[src/sv/afw_pkg.sv]
// Shared types and constants for the affine window bilinear resampler.
// No dependencies; every other file of the block imports this package.
package afw_pkg;

  // Field widths fixed by the item and register formats
  localparam int PIX_W    = 8;
  localparam int ADDR_W   = 16;
  localparam int COORD_W  = 8;
  localparam int COEF_W   = 18;
  localparam int DIM_W    = 9;
  localparam int CFG_W    = 18;
  localparam int CFG_IDX_W = 3;
  localparam int PROD_W   = COEF_W + COORD_W;

  // Parameter defaults
  localparam int DEF_MAX_WIDTH        = 256;
  localparam int DEF_MAX_HEIGHT       = 256;
  localparam int DEF_COEF_FRAC_BITS   = 14;
  localparam int DEF_WEIGHT_FRAC_BITS = 8;

  // Operation codes
  localparam logic OP_LOAD   = 1'b0;
  localparam logic OP_SAMPLE = 1'b1;

  // Register indexes
  localparam logic [CFG_IDX_W-1:0] REG_COEF_A       = 3'd0;
  localparam logic [CFG_IDX_W-1:0] REG_COEF_B       = 3'd1;
  localparam logic [CFG_IDX_W-1:0] REG_COEF_C       = 3'd2;
  localparam logic [CFG_IDX_W-1:0] REG_COEF_D       = 3'd3;
  localparam logic [CFG_IDX_W-1:0] REG_IMAGE_WIDTH  = 3'd4;
  localparam logic [CFG_IDX_W-1:0] REG_IMAGE_HEIGHT = 3'd5;

  // Register reset values
  localparam logic signed [COEF_W-1:0] COEF_ONE  = 18'sd16384;
  localparam logic signed [COEF_W-1:0] COEF_ZERO = 18'sd0;
  localparam logic [DIM_W-1:0]         DIM_RESET = 9'd256;

  typedef struct packed {
    logic                      operation;
    logic [ADDR_W-1:0]         load_addr;
    logic [PIX_W-1:0]          load_pixel;
    logic [COORD_W-1:0]        centre_x;
    logic [COORD_W-1:0]        centre_y;
    logic signed [COORD_W-1:0] off_x;
    logic signed [COORD_W-1:0] off_y;
  } in_item_t;

  typedef struct packed {
    logic [PIX_W-1:0] pixel_value;
    logic             out_of_bounds;
  } out_item_t;

  // Control travelling with an item between pipeline modules
  typedef struct packed {
    logic load;
    logic sample;
    logic oob;
  } ctl_t;

endpackage

[src/sv/afw_blend.sv]
// Bilinear blend: weights, truncated weighted terms and wrapped sum.
// Three register stages, first aligned with the store read; depends on afw_pkg.
module afw_blend #(
  parameter int WEIGHT_FRAC_BITS = afw_pkg::DEF_WEIGHT_FRAC_BITS
) (
  input  logic                            clk,
  input  logic                            rst,
  input  afw_pkg::ctl_t                   ctl,
  input  logic [WEIGHT_FRAC_BITS-1:0]     frac_p,
  input  logic [WEIGHT_FRAC_BITS-1:0]     frac_q,
  input  logic [afw_pkg::PIX_W-1:0]       pix00,
  input  logic [afw_pkg::PIX_W-1:0]       pix01,
  input  logic [afw_pkg::PIX_W-1:0]       pix10,
  input  logic [afw_pkg::PIX_W-1:0]       pix11,
  output logic                            done,
  output afw_pkg::out_item_t              result
);
  import afw_pkg::*;

  localparam int WF = WEIGHT_FRAC_BITS;
  localparam int PW = WF + 1;
  localparam int WW = 2 * PW;
  localparam int TW = PIX_W + WW;

  // Stage A: weights, alongside the store read
  logic [PW-1:0] one_w, pm, qm, pp, qq;
  logic          va, oa;
  logic [WW-1:0] w00, w01, w10, w11;

  assign one_w = PW'(1) << WF;
  assign pm    = one_w - PW'(frac_p);
  assign qm    = one_w - PW'(frac_q);
  assign pp    = PW'(frac_p);
  assign qq    = PW'(frac_q);

  always_ff @(posedge clk) begin
    if (rst) begin
      va <= 1'b0;
    end else begin
      va <= ctl.sample;
    end
    oa  <= ctl.oob;
    w00 <= pm * qm;
    w01 <= pp * qm;
    w10 <= pm * qq;
    w11 <= pp * qq;
  end

  // Stage B: each term truncated on its own, low byte kept
  logic             vb, ob;
  logic [PIX_W-1:0] t00, t01, t10, t11;
  logic [TW-1:0]    m00, m01, m10, m11;

  assign m00 = TW'(pix00) * TW'(w00);
  assign m01 = TW'(pix01) * TW'(w01);
  assign m10 = TW'(pix10) * TW'(w10);
  assign m11 = TW'(pix11) * TW'(w11);

  always_ff @(posedge clk) begin
    if (rst) begin
      vb <= 1'b0;
    end else begin
      vb <= va;
    end
    ob  <= oa;
    t00 <= PIX_W'(m00 >> (2 * WF));
    t01 <= PIX_W'(m01 >> (2 * WF));
    t10 <= PIX_W'(m10 >> (2 * WF));
    t11 <= PIX_W'(m11 >> (2 * WF));
  end

  // Stage C: wrapped sum and result register
  always_ff @(posedge clk) begin
    if (rst) begin
      done <= 1'b0;
    end else begin
      done <= vb;
    end
    result.out_of_bounds <= ob;
    result.pixel_value   <= ob ? '0 : (t00 + t01 + t10 + t11);
  end

endmodule
[config.mk]
export PLATFORM = sky130hd
export DESIGN_NAME = afw_blend
export DESIGN_NICKNAME = d
export VERILOG_FILES = /design/src/sv/afw_pkg.sv /design/src/sv/afw_blend.sv
export SDC_FILE = /design/constraint.sdc
export NUM_CORES = 2
export LEC_CHECK = 0
export BUFFER_PORTS_ARGS = -buffer_cell sky130_fd_sc_hd__buf_2
export CAP_MARGIN = 20
export CELL_PAD_IN_SITES_DETAIL_PLACEMENT = 0
export CELL_PAD_IN_SITES_GLOBAL_PLACEMENT = 1
export CORE_ASPECT_RATIO = 0.75
export CORE_MARGIN = 4
export CORE_UTILIZATION = 27
export CTS_BUF_LIST = sky130_fd_sc_hd__clkbuf_16
export CTS_CLUSTER_SIZE = 24
export DETAILED_ROUTE_END_ITERATION = 10
export PLACE_DENSITY_LB_ADDON = 0.1
export SYNTH_ARGS = -nofsm -noshare
export SYNTH_HDL_FRONTEND = slang
export SYNTH_SLANG_ARGS = --single-unit
export TNS_END_PERCENT = 30
[constraint.sdc]
create_clock -name clk -period 5.9 [get_ports clk]
set_input_delay 0.59 -clock clk [delete_from_list [all_inputs] [get_ports clk]]
set_output_delay 0.59 -clock clk [all_outputs]
set_load 0.01 [all_outputs]
==> metrics.md <==
| Metric | Value |
|---|---|
| Worst hold slack | `287 ps` |
| Crit path kind | `primary input to flip-flop` |
| Routability cong. | `0.795` |
| Max frequency | `0.182 GHz` |
| Mean area per synthesized cell | `9.25 um^2` |
| CP peak stage delay | `550 ps` |
| Layout filler cell count | `10485` |
| # rows | `99` |
| RR Endpoint | `t10[7]` |
| Die Area | `104000 um^2` |
| Final Max Slew Viols | `0` |
| TritonCTS clock tree | `done` |
| Chip width | `371 um` |
| TritonCTS buffer count | `9` |
| Overall global routing resource usage | `14.8%` |
| Synth warn | `0` |
| Crit path launch | `frac_q[4]` |
| Asr flop ratio synth | `0%` |
| Worst path slowest cell | `fa_1` |
| Reg2Reg Depth | `18` |
| DP Cell Count | `4251` |
| Status | `finished, final reports clean` |
| Cell taking the most area after synthesis | `fa_1` |
| Share of cells above drive strength 1 | `5.92%` |
| CTS clk-pin slew, worst paths | `90 ps` |
| Highest Signal Layer | `met4` |
| CP delay by family, top | `adder cells` |
| Worst-margin pin slew | `1110 ps` |
| Vias in the first global route | `20696` |
| First-pass GRT wire length | `120 mm` |
| FF+latch count, synth | `111` |
| Total global routing overflow | `0` |
| Initial antenna violation count | `9` |
| Worst rel slew slack | `25.3%` |
| Final setup fails | `0` |
| Post-synthesis instance area | `26700 um^2` |
| Postcts setup bufs | `0` |
| Fin nets | `3853` |
| DRC errors left | `0` |
| Post-CTS Hold Buffers | `0` |
| Min-Delay Path Class | `primary input to flip-flop` |
| R2r setup slk | `630 ps` |
| RSZ-0062 raised after global routing | `no` |
| Clk buf depth | `2` |
| Drt pass-1 iters | `5` |
| Count of final hold-check violations | `0` |
| Synth cell types | `57` |
| Post-route ant nets | `0` |
| Clock Sinks | `111` |
| DR vias/cell | `4.34` |
| Startpoint types | `primary input` |
| Initial core utilization | `27.3%` |
| Critical path endpoint | `w00[17]` |
| Worst Path Arrival | `5830 ps` |
| H-tree level count | `3` |
| I/O pin count | `63` |
| Setup ws final | `403 ps` |
| Routed len/inst | `17.1 um` |
| Initial drt markers | `871` |
| Post-Layout Cell Count | `4269` |
| Area Overhead vs Synth | `9.54%` |
| Stages on worst setup path | `21` |
| Commonest non-fill, non-tap cell in the layout | `inv_1` |
| Max_cap viols | `0` |
| Worst skew pair latency | `410 ps` |
| Detailed-route via count | `18541` |
| Largest net degree at the start of global routing | `23` |
| Syn_nets | `3788` |
| Synth Instances | `2884` |
| Most frequent cells in the layout | `inv_1, fa_1, and2_1` |
| Post-CTS resize count | `0` |
| Final Cycle Share | `93.2%` |
| Total routed wirelength | `73.1 mm` |
| Post-layout min period | `5500 ps` |
| Setup TNS | `0 ps` |
| Setup slack at placement | `40.9 ps` |
| Die height | `280 um` |
| CP max FO | `5` |
| Seq/Total Area, Yosys | `8.33%` |
| EDFF count, synth | `0` |
| Post-DP HPWL | `61.0 mm` |
| Met3 WL | `3.00 mm` |
| Met1 wire length | `39.5 mm` |
| Yosys top cell area share | `40.3%` |
| Critical Path Sink Type | `flip-flop` |
| Area contributors post-synth | `fa_1, ha_1, and2_1` |
| Met2 WL | `30.1 mm` |
| Crit-path cells | `buf_2 -> or3_1 -> nor3_1 -> and3_1 -> xnor2_1 -> nand2_1 -> fa_1 -> fa_1 -> inv_1 -> fa_1 -> inv_1 -> fa_1 -> inv_1 -> ha_1 -> nor3_1 -> nor2_1 -> a31o_2 -> o211ai_1 -> o21bai_1 -> a21oi_1 -> xnor2_1` |
| Root Driver | `clkbuf_16` |
| Core footprint | `97600 um^2` |
| WP data required | `6230 ps` |
| Post-synth top flop | `dfxtp_1` |
| Most common cell on crit path | `fa_1` |
| Worst path bufs/invs | `4` |
| Port bufs | `61` |
| Worst Skew | `16.9 ps` |
| R2R Path Start | `w11[0]` |
==> area by class of cell <==
type | count | area, um^2 | share of cell area, %
multi-input combinational | 2095 | 21900 | 75.0
inverter | 593 | 2230 | 7.62
sequential | 111 | 2220 | 7.61
tap | 1313 | 1640 | 5.62
timing repair buffer | 139 | 903 | 3.09
clock buffer | 9 | 225 | 0.771
clock inverter | 7 | 87.6 | 0.300
antenna | 2 | 5.00 | 0.0171
==> metal layers <==
metal / vias up / global-route usage [%]
met5: - / 0
met3: 23 / 2.82
met2: 195 / 21.6
li1: 8779 / -
met1: 9544 / 23.2
met4: 0 / 1.37
==> how the worst min path moves through the flow <==
stage	depth (start not counted)	slack, ps	end	from
after floorplan	0	310	ob	oa
after global placement	0	320	ob	oa
after detailed placement	0	320	ob	oa
after CTS	1	250	oa	ctl[0]
after global routing	1	250	oa	ctl[0]
final	1	290	oa	ctl[0]
==> flip-flops by register name, summed over array words and instances, names as in the netlist, 8 cells and up <==
register  count
w00          17
w01          16
w10          16
w11          16
result        9
t00           8
t01           8
t10           8
t11           8
==> Yosys cell counts (8+ instances only) <==
cell      instances
a21o_1           26
a21oi_1          55
and2_1          486
and3_1            9
clkbuf_1         80
dfxtp_1         111
fa_1            537
ha_1            314
inv_1           593
nand2_1         330
nand2b_1         10
nand3_1          18
nor2_1           37
nor2b_1          16
nor3_1           24
o21ai_0          17
o21bai_1          8
or3_1             8
xnor2_1          83
xor2_1           34
==> logic make-up (layout without fill, tap and decap cells) <==
family	after synthesis	count (layout)	share of synthesized area [%]
AND/OR/NAND/NOR	966	966	19.1
adder cells (fa/ha/maj)	851	851	55.0
buffers and inverters	678	748	9.57
AO/OA/AOI/OAI	161	161	4.10
XOR/XNOR	117	117	3.84
flip-flops	111	111	8.33
other	0	2	0
==> metrics by stage <==
stage	util [%]	cell area, um^2
final	29.9	29200
after CTS	29.9	29200
after detailed placement	29.6	28900
after global routing	29.9	29200
after global placement	29.6	28900
after floorplan	-	26700
Power is left out: the tool's default activity adds up to more than one toggle a clock period on the data nets, which glitch-free logic cannot reach.
