$ cat config.mk
export PLATFORM = sky130hd
export DESIGN_NAME = afw_map
export DESIGN_NICKNAME = d
export VERILOG_FILES = /design/src/sv/afw_pkg.sv /design/src/sv/afw_map.sv
export SDC_FILE = /design/constraint.sdc
export NUM_CORES = 2
export LEC_CHECK = 0
export ABC_AREA = 0
export BUFFER_PORTS_ARGS = -buffer_cell sky130_fd_sc_hd__clkbuf_2
export CORE_ASPECT_RATIO = 0.75
export CORE_UTILIZATION = 60
export CTS_BUF_LIST = sky130_fd_sc_hd__clkbuf_16
export DETAILED_ROUTE_END_ITERATION = 10
export HOLD_SLACK_MARGIN = 0.12
export PLACE_DENSITY = 0.76
export SLEW_MARGIN = 5
export SYNTH_ARGS = -nofsm -noshare
export SYNTH_HDL_FRONTEND = slang
export SYNTH_SLANG_ARGS = --single-unit
$ cat constraint.sdc
create_clock -name clk -period 6.4 [get_ports clk]
set_input_delay 0.32 -clock clk [delete_from_list [all_inputs] [get_ports clk]]
set_output_delay 0.32 -clock clk [all_outputs]
set_load 0.05 [all_outputs]
$ cat src/sv/afw_pkg.sv
// Shared types and constants for the affine window bilinear resampler.
// No dependencies; every other file of the block imports this package.
package afw_pkg;

  // Field widths fixed by the item and register formats
  localparam int PIX_W    = 8;
  localparam int ADDR_W   = 16;
  localparam int COORD_W  = 8;
  localparam int COEF_W   = 18;
  localparam int DIM_W    = 9;
  localparam int CFG_W    = 18;
  localparam int CFG_IDX_W = 3;
  localparam int PROD_W   = COEF_W + COORD_W;

  // Parameter defaults
  localparam int DEF_MAX_WIDTH        = 256;
  localparam int DEF_MAX_HEIGHT       = 256;
  localparam int DEF_COEF_FRAC_BITS   = 14;
  localparam int DEF_WEIGHT_FRAC_BITS = 8;

  // Operation codes
  localparam logic OP_LOAD   = 1'b0;
  localparam logic OP_SAMPLE = 1'b1;

  // Register indexes
  localparam logic [CFG_IDX_W-1:0] REG_COEF_A       = 3'd0;
  localparam logic [CFG_IDX_W-1:0] REG_COEF_B       = 3'd1;
  localparam logic [CFG_IDX_W-1:0] REG_COEF_C       = 3'd2;
  localparam logic [CFG_IDX_W-1:0] REG_COEF_D       = 3'd3;
  localparam logic [CFG_IDX_W-1:0] REG_IMAGE_WIDTH  = 3'd4;
  localparam logic [CFG_IDX_W-1:0] REG_IMAGE_HEIGHT = 3'd5;

  // Register reset values
  localparam logic signed [COEF_W-1:0] COEF_ONE  = 18'sd16384;
  localparam logic signed [COEF_W-1:0] COEF_ZERO = 18'sd0;
  localparam logic [DIM_W-1:0]         DIM_RESET = 9'd256;

  typedef struct packed {
    logic                      operation;
    logic [ADDR_W-1:0]         load_addr;
    logic [PIX_W-1:0]          load_pixel;
    logic [COORD_W-1:0]        centre_x;
    logic [COORD_W-1:0]        centre_y;
    logic signed [COORD_W-1:0] off_x;
    logic signed [COORD_W-1:0] off_y;
  } in_item_t;

  typedef struct packed {
    logic [PIX_W-1:0] pixel_value;
    logic             out_of_bounds;
  } out_item_t;

  // Control travelling with an item between pipeline modules
  typedef struct packed {
    logic load;
    logic sample;
    logic oob;
  } ctl_t;

endpackage

$ cat src/sv/afw_map.sv
// Coordinate mapping: matrix products, warped position, bounds and store address.
// Three register stages; depends on afw_pkg.
module afw_map #(
  parameter int MAX_WIDTH        = afw_pkg::DEF_MAX_WIDTH,
  parameter int MAX_HEIGHT       = afw_pkg::DEF_MAX_HEIGHT,
  parameter int COEF_FRAC_BITS   = afw_pkg::DEF_COEF_FRAC_BITS,
  parameter int WEIGHT_FRAC_BITS = afw_pkg::DEF_WEIGHT_FRAC_BITS,
  parameter int DW               = 9
) (
  input  logic                                clk,
  input  logic                                rst,
  input  logic                                in_vld,
  input  afw_pkg::in_item_t                   item,
  input  logic signed [afw_pkg::COEF_W-1:0]   coef_a,
  input  logic signed [afw_pkg::COEF_W-1:0]   coef_b,
  input  logic signed [afw_pkg::COEF_W-1:0]   coef_c,
  input  logic signed [afw_pkg::COEF_W-1:0]   coef_d,
  input  logic [DW-1:0]                       width_eff,
  input  logic [DW-1:0]                       height_eff,
  output afw_pkg::ctl_t                       ctl,
  output logic [afw_pkg::ADDR_W-1:0]          addr,
  output logic [afw_pkg::PIX_W-1:0]           wr_pixel,
  output logic [WEIGHT_FRAC_BITS-1:0]         frac_p,
  output logic [WEIGHT_FRAC_BITS-1:0]         frac_q
);
  import afw_pkg::*;

  localparam int F   = COEF_FRAC_BITS;
  localparam int WF  = WEIGHT_FRAC_BITS;
  localparam int SW  = (((F + COORD_W + 1) > (PROD_W + 1)) ? (F + COORD_W + 1) : (PROD_W + 1)) + 2;
  localparam int IW  = SW - F;
  localparam int CW  = ((IW > DW) ? IW : DW) + 1;
  localparam int SHR = (F >= WF) ? (F - WF) : 0;
  localparam int SHL = (WF > F) ? (WF - F) : 0;
  localparam int FW  = F + WF;

  // Stage 1: products
  logic                      v1, s1;
  logic [ADDR_W-1:0]         la1;
  logic [PIX_W-1:0]          lp1;
  logic [COORD_W-1:0]        cx1, cy1;
  logic signed [PROD_W-1:0]  pa1, pb1, pc1, pd1;

  always_ff @(posedge clk) begin
    if (rst) begin
      v1 <= 1'b0;
    end else begin
      v1 <= in_vld;
    end
    s1  <= (item.operation == OP_SAMPLE);
    la1 <= item.load_addr;
    lp1 <= item.load_pixel;
    cx1 <= item.centre_x;
    cy1 <= item.centre_y;
    pa1 <= coef_a * item.off_x;
    pb1 <= coef_b * item.off_y;
    pc1 <= coef_c * item.off_x;
    pd1 <= coef_d * item.off_y;
  end

  // Stage 2: warped position in fixed point
  logic                  v2, s2;
  logic [ADDR_W-1:0]     la2;
  logic [PIX_W-1:0]      lp2;
  logic signed [SW-1:0]  xf2, yf2;
  logic signed [SW-1:0]  cxs, cys;

  assign cxs = $signed(SW'(cx1) << F);
  assign cys = $signed(SW'(cy1) << F);

  always_ff @(posedge clk) begin
    if (rst) begin
      v2 <= 1'b0;
    end else begin
      v2 <= v1;
    end
    s2  <= s1;
    la2 <= la1;
    lp2 <= lp1;
    xf2 <= cxs + SW'(pa1) + SW'(pb1);
    yf2 <= cys - (SW'(pc1) + SW'(pd1));
  end

  // Stage 3: bounds, fractions and top-left address
  logic              neg;
  logic [IW-1:0]     x0, y0;
  logic              x_out, y_out;
  logic [ADDR_W-1:0] y0_a, w_a, addr_next;
  logic [FW-1:0]     fx, fy;

  assign neg   = xf2[SW-1] | yf2[SW-1];
  assign x0    = xf2[SW-1:F];
  assign y0    = yf2[SW-1:F];
  assign x_out = (CW'(x0) + CW'(1)) >= CW'(width_eff);
  assign y_out = (CW'(y0) + CW'(1)) >= CW'(height_eff);
  assign y0_a  = ADDR_W'(y0);
  assign w_a   = ADDR_W'(width_eff);
  assign addr_next = ADDR_W'(y0_a * w_a) + ADDR_W'(x0);
  assign fx    = FW'(xf2[F-1:0]);
  assign fy    = FW'(yf2[F-1:0]);

  always_ff @(posedge clk) begin
    if (rst) begin
      ctl <= '0;
    end else begin
      ctl.load   <= v2 & ~s2;
      ctl.sample <= v2 & s2;
      ctl.oob    <= neg | x_out | y_out;
    end
    addr     <= s2 ? addr_next : la2;
    wr_pixel <= lp2;
    frac_p   <= WF'((fx >> SHR) << SHL);
    frac_q   <= WF'((fy >> SHR) << SHL);
  end

endmodule

==> reports/qor.log <==
INFO  synthesis      yosys_warnings=0
INFO  worst_setup_path critPathKind=reg2reg
INFO  timing         setup-tns-final=0ns
INFO  timing         finClkSkew=0.0152ns
INFO  synthesis      synth_cells=3449
INFO  worst_setup_path r2r_start=yf2[20]
INFO  clock_network  tritoncts=built
INFO  global_routing maximum_number_of_pins_on_one_net_before_global_route_repair=37
INFO  detailed_routing dr.first_iter.drc_count=1446
INFO  timing         period_share=83.7%
INFO  synthesis      synth_edf_count=0
INFO  timing         fin_crit=5.36ns
INFO  clock_network  worst_skew_pair.late_latency=0.56ns
INFO  worst_setup_path timing.critical_path.required=6.85ns
INFO  clock_network  post_cts_resize_count=0
INFO  floorplan      horizontal_die_dimension=271um
INFO  clock_network  numClockSinks=259
INFO  timing         grt_setup_unrepaired=false
INFO  worst_setup_path timing.critical_path.arrival=5.81ns
INFO  cells_and_area antenna-diode-count=0
INFO  global_routing grt_util_all_layers=27.4%
INFO  floorplan      num_rows=73
INFO  global_routing globalRouteOverflowTotal=0
INFO  global_routing global_route_wire_length_before_repair=121000um
INFO  clock_network  clkSlewWorstSetupHoldPaths=0.07ns
INFO  timing         setup_violations=0
INFO  clock_network  cts_made_buffers=25
INFO  synthesis      synth-seq-area-share=16.0%
INFO  synthesis      synth_async_sr_flop_share=0%
INFO  global_routing initial_antenna_violation_count=1
INFO  timing         hold_violations=0
INFO  detailed_routing drc=0
INFO  synthesis      postSynthNetCount=4484
INFO  detailed_routing wire_per_inst=16.1um
INFO  floorplan      die_area=55100squm
INFO  timing         timing.fmax=187MHz
INFO  clock_network  htreeDepth=1
INFO  floorplan      floorplan.io_pins=193
INFO  synthesis      post_synth_instance_area=32500squm
INFO  clock_network  post_cts.repair.setup_buffers=0
INFO  synthesis      synth_ff_type=sky130_fd_sc_hd__dfxtp_1
INFO  worst_setup_path setup.worst_path.start=yf2[20]
INFO  synthesis      flop_and_latch_count_out_of_synthesis=259
INFO  cells_and_area area.growth.synth_to_final=9.21%
INFO  flow_run       cap_viol_max_count=0
INFO  worst_setup_path endpoint=addr[14]
INFO  timing         final.hold.worst_slack=0.150ns
INFO  floorplan      floorplan.core_area=53200squm
INFO  worst_setup_path worstReg2RegEnd=addr[14]
INFO  floorplan      initial_utilization=61.0%
INFO  placement      globalplace.congestion=0.940
INFO  floorplan      chipHeight=204um
INFO  worst_setup_path end_kind=flip-flop
INFO  placement      io_buffer_count=192
INFO  synthesis      syn_area_per_cell=9.42squm
INFO  timing         timing.slew.headroom=42.7%
INFO  worst_hold_path hold-path-cell-count=2
INFO  placement      place_hpwl=58400um
INFO  timing         timing_worst_slew_pin_value=0.860ns
INFO  timing         finalWorstSetupSlack=1.04ns
INFO  detailed_routing detail_route.first_pass.iterations=5
INFO  detailed_routing vias=22700
INFO  clock_network  clk_root_buffer_cell=sky130_fd_sc_hd__clkbuf_16
INFO  outcome        outcome=completed
INFO  clock_network  cts-hold-fix-buffers=44
INFO  cells_and_area post_route_cells_drive_above_1_share=7.56%
INFO  worst_setup_path timing.critical_path.from_type=flip-flop
INFO  detailed_routing vias_per_cell=5.17
INFO  cells_and_area nets=4695
INFO  worst_setup_path r2r.worst_path.cells=18
INFO  detailed_routing ant_nets=0
INFO  global_routing vias_in_the_first_global_route=23900
INFO  placement      detailedPlace.worstSlack=0.880ns
INFO  worst_setup_path timing.critical_path.fanout_max=12
INFO  worst_setup_path reg2reg_slack=1.04ns
INFO  detailed_routing finalWirelength=70800um
INFO  synthesis      synth.lib_cells_used.distinct=69
INFO  worst_hold_path hold_path.class=in2reg
INFO  timing         maxSlewViolCount=0
INFO  clock_network  clock_path_buffers=3
-- cells in the final DEF (no fill, tap or decap), types with 5 or more instances in the layout --
cell type	count
sky130_fd_sc_hd__nor2b_1	19
sky130_fd_sc_hd__nor3_1	22
sky130_fd_sc_hd__and3_1	14
sky130_fd_sc_hd__o41ai_1	5
sky130_fd_sc_hd__or2_2	5
sky130_fd_sc_hd__inv_1	810
sky130_fd_sc_hd__buf_4	15
sky130_fd_sc_hd__dlygate4sd3_1	44
sky130_fd_sc_hd__xnor2_1	133
sky130_fd_sc_hd__nand2_1	182
sky130_fd_sc_hd__mux2_2	12
sky130_fd_sc_hd__a211oi_1	14
sky130_fd_sc_hd__ha_1	331
sky130_fd_sc_hd__xor2_1	39
sky130_fd_sc_hd__and2_1	477
sky130_fd_sc_hd__dfxtp_1	259
sky130_fd_sc_hd__clkbuf_2	192
sky130_fd_sc_hd__a21o_1	48
sky130_fd_sc_hd__or3_1	7
sky130_fd_sc_hd__nand3_1	35
sky130_fd_sc_hd__a31oi_1	14
sky130_fd_sc_hd__o21ai_1	18
sky130_fd_sc_hd__clkbuf_16	25
sky130_fd_sc_hd__o21a_1	24
sky130_fd_sc_hd__fa_1	554
sky130_fd_sc_hd__nand2b_1	28
sky130_fd_sc_hd__o21ai_0	36
sky130_fd_sc_hd__o21bai_1	6
sky130_fd_sc_hd__nor2_1	133
sky130_fd_sc_hd__a21oi_1	75
sky130_fd_sc_hd__nand4_1	14
-- final cells by class --
cell class | instances | area [sq um]
Fill cell | 4363 | 17800
Clock inverter | 21 | 211
Tap cell | 712 | 891
Sequential cell | 259 | 5180
Clock buffer | 25 | 626
Timing Repair Buffer | 251 | 1510
Multi-Input combinational cell | 2317 | 24000
Inverter | 806 | 3030
-- kinds of logic after synthesis --
| group | Yosys count | share of synthesized area, % |
|---|---|---|
| adder cells (fa/ha/maj) | 885 | 46.9 |
| buffers and inverters | 873 | 10.1 |
| flip-flops | 259 | 16.0 |
| XOR/XNOR | 172 | 4.64 |
| multiplexers | 13 | 0.447 |
| AO/OA/AOI/OAI | 296 | 6.22 |
| AND/OR/NAND/NOR | 951 | 15.8 |
-- worst max-delay path, cell delays in order (launching register included) --
cell,delay [ns]
sky130_fd_sc_hd__dfxtp_1,0.62
sky130_fd_sc_hd__nand2_1,0.16
sky130_fd_sc_hd__fa_1,0.52
sky130_fd_sc_hd__inv_1,0.05
sky130_fd_sc_hd__fa_1,0.50
sky130_fd_sc_hd__inv_1,0.05
sky130_fd_sc_hd__fa_1,0.54
sky130_fd_sc_hd__inv_1,0.06
sky130_fd_sc_hd__fa_1,0.48
sky130_fd_sc_hd__inv_1,0.05
sky130_fd_sc_hd__fa_1,0.48
sky130_fd_sc_hd__inv_1,0.05
sky130_fd_sc_hd__ha_1,0.33
sky130_fd_sc_hd__nand2_1,0.06
sky130_fd_sc_hd__o21ai_1,0.31
sky130_fd_sc_hd__a211oi_1,0.14
sky130_fd_sc_hd__o41ai_1,0.42
sky130_fd_sc_hd__xnor2_1,0.13
sky130_fd_sc_hd__mux2_2,0.28
-- flip-flops by register name, summed over array words and instances, names as in the netlist, 16 cells and up --
name	cells
pa1	26
pb1	26
pc1	26
pd1	26
xf2	22
yf2	22
addr	16
la1	16
la2	16
-- routing by layer --
layer  vias up  share of wire [%]  global-route usage, %
met5         -                  0                      0
met4         0                1.5                   4.00
met3        71                6.9                   4.46
met2       613                 43                   43.1
met1     11200                 48                   40.7
li1      10900                  -                      -
-- synth_stat cells (7+ instances only) --
master                       n  area, sq um
sky130_fd_sc_hd__a21oi_1    75          375
sky130_fd_sc_hd__nand2b_1   28          175
sky130_fd_sc_hd__nor2_1    133          499
sky130_fd_sc_hd__nand4_1    14         87.6
sky130_fd_sc_hd__xnor2_1   133         1160
sky130_fd_sc_hd__a21o_1     48          360
sky130_fd_sc_hd__dfxtp_1   259         5180
sky130_fd_sc_hd__o21ai_0    36          180
sky130_fd_sc_hd__and2_1    477         2980
sky130_fd_sc_hd__a211oi_1   14          105
sky130_fd_sc_hd__nand3_1    35          175
sky130_fd_sc_hd__clkbuf_1   67          251
sky130_fd_sc_hd__and3_1     14         87.6
sky130_fd_sc_hd__a31oi_1    14         87.6
sky130_fd_sc_hd__mux2_2     12          135
sky130_fd_sc_hd__inv_1     806         3030
sky130_fd_sc_hd__or3_1       7         43.8
sky130_fd_sc_hd__nor2b_1    19          119
sky130_fd_sc_hd__ha_1      331         4140
sky130_fd_sc_hd__o21ai_1    18         90.1
sky130_fd_sc_hd__o21a_1     24          180
sky130_fd_sc_hd__fa_1      554        11100
sky130_fd_sc_hd__xor2_1     39          342
sky130_fd_sc_hd__nand2_1   182          683
sky130_fd_sc_hd__nor3_1     22          110
-- through the flow --
step	util (%)	area, sq um	cells
floorplan	-	32500	3449
global placement	64.2	34200	4301
detailed placement	64.2	34200	4301
CTS	66.6	35500	4391
global route	66.6	35500	4391
finish	66.6	35500	4391
-- how the worst min path moves through the flow --
stage | startpoint | end | slack (ns)
3_5_place_dp | yf2[11] | frac_q[5] | 0.31
4_1_cts | coef_c[0] | pc1[0] | 0.13
5_1_grt | coef_c[0] | pc1[0] | 0.15
2_1_floorplan | xf2[6] | frac_p[0] | 0.31
3_3_place_gp | yf2[11] | frac_q[5] | 0.31
6_report | coef_c[0] | pc1[0] | 0.15
Power is not shown: default switching activity piles up to over one toggle a cycle in this logic, so the estimate is an artifact.
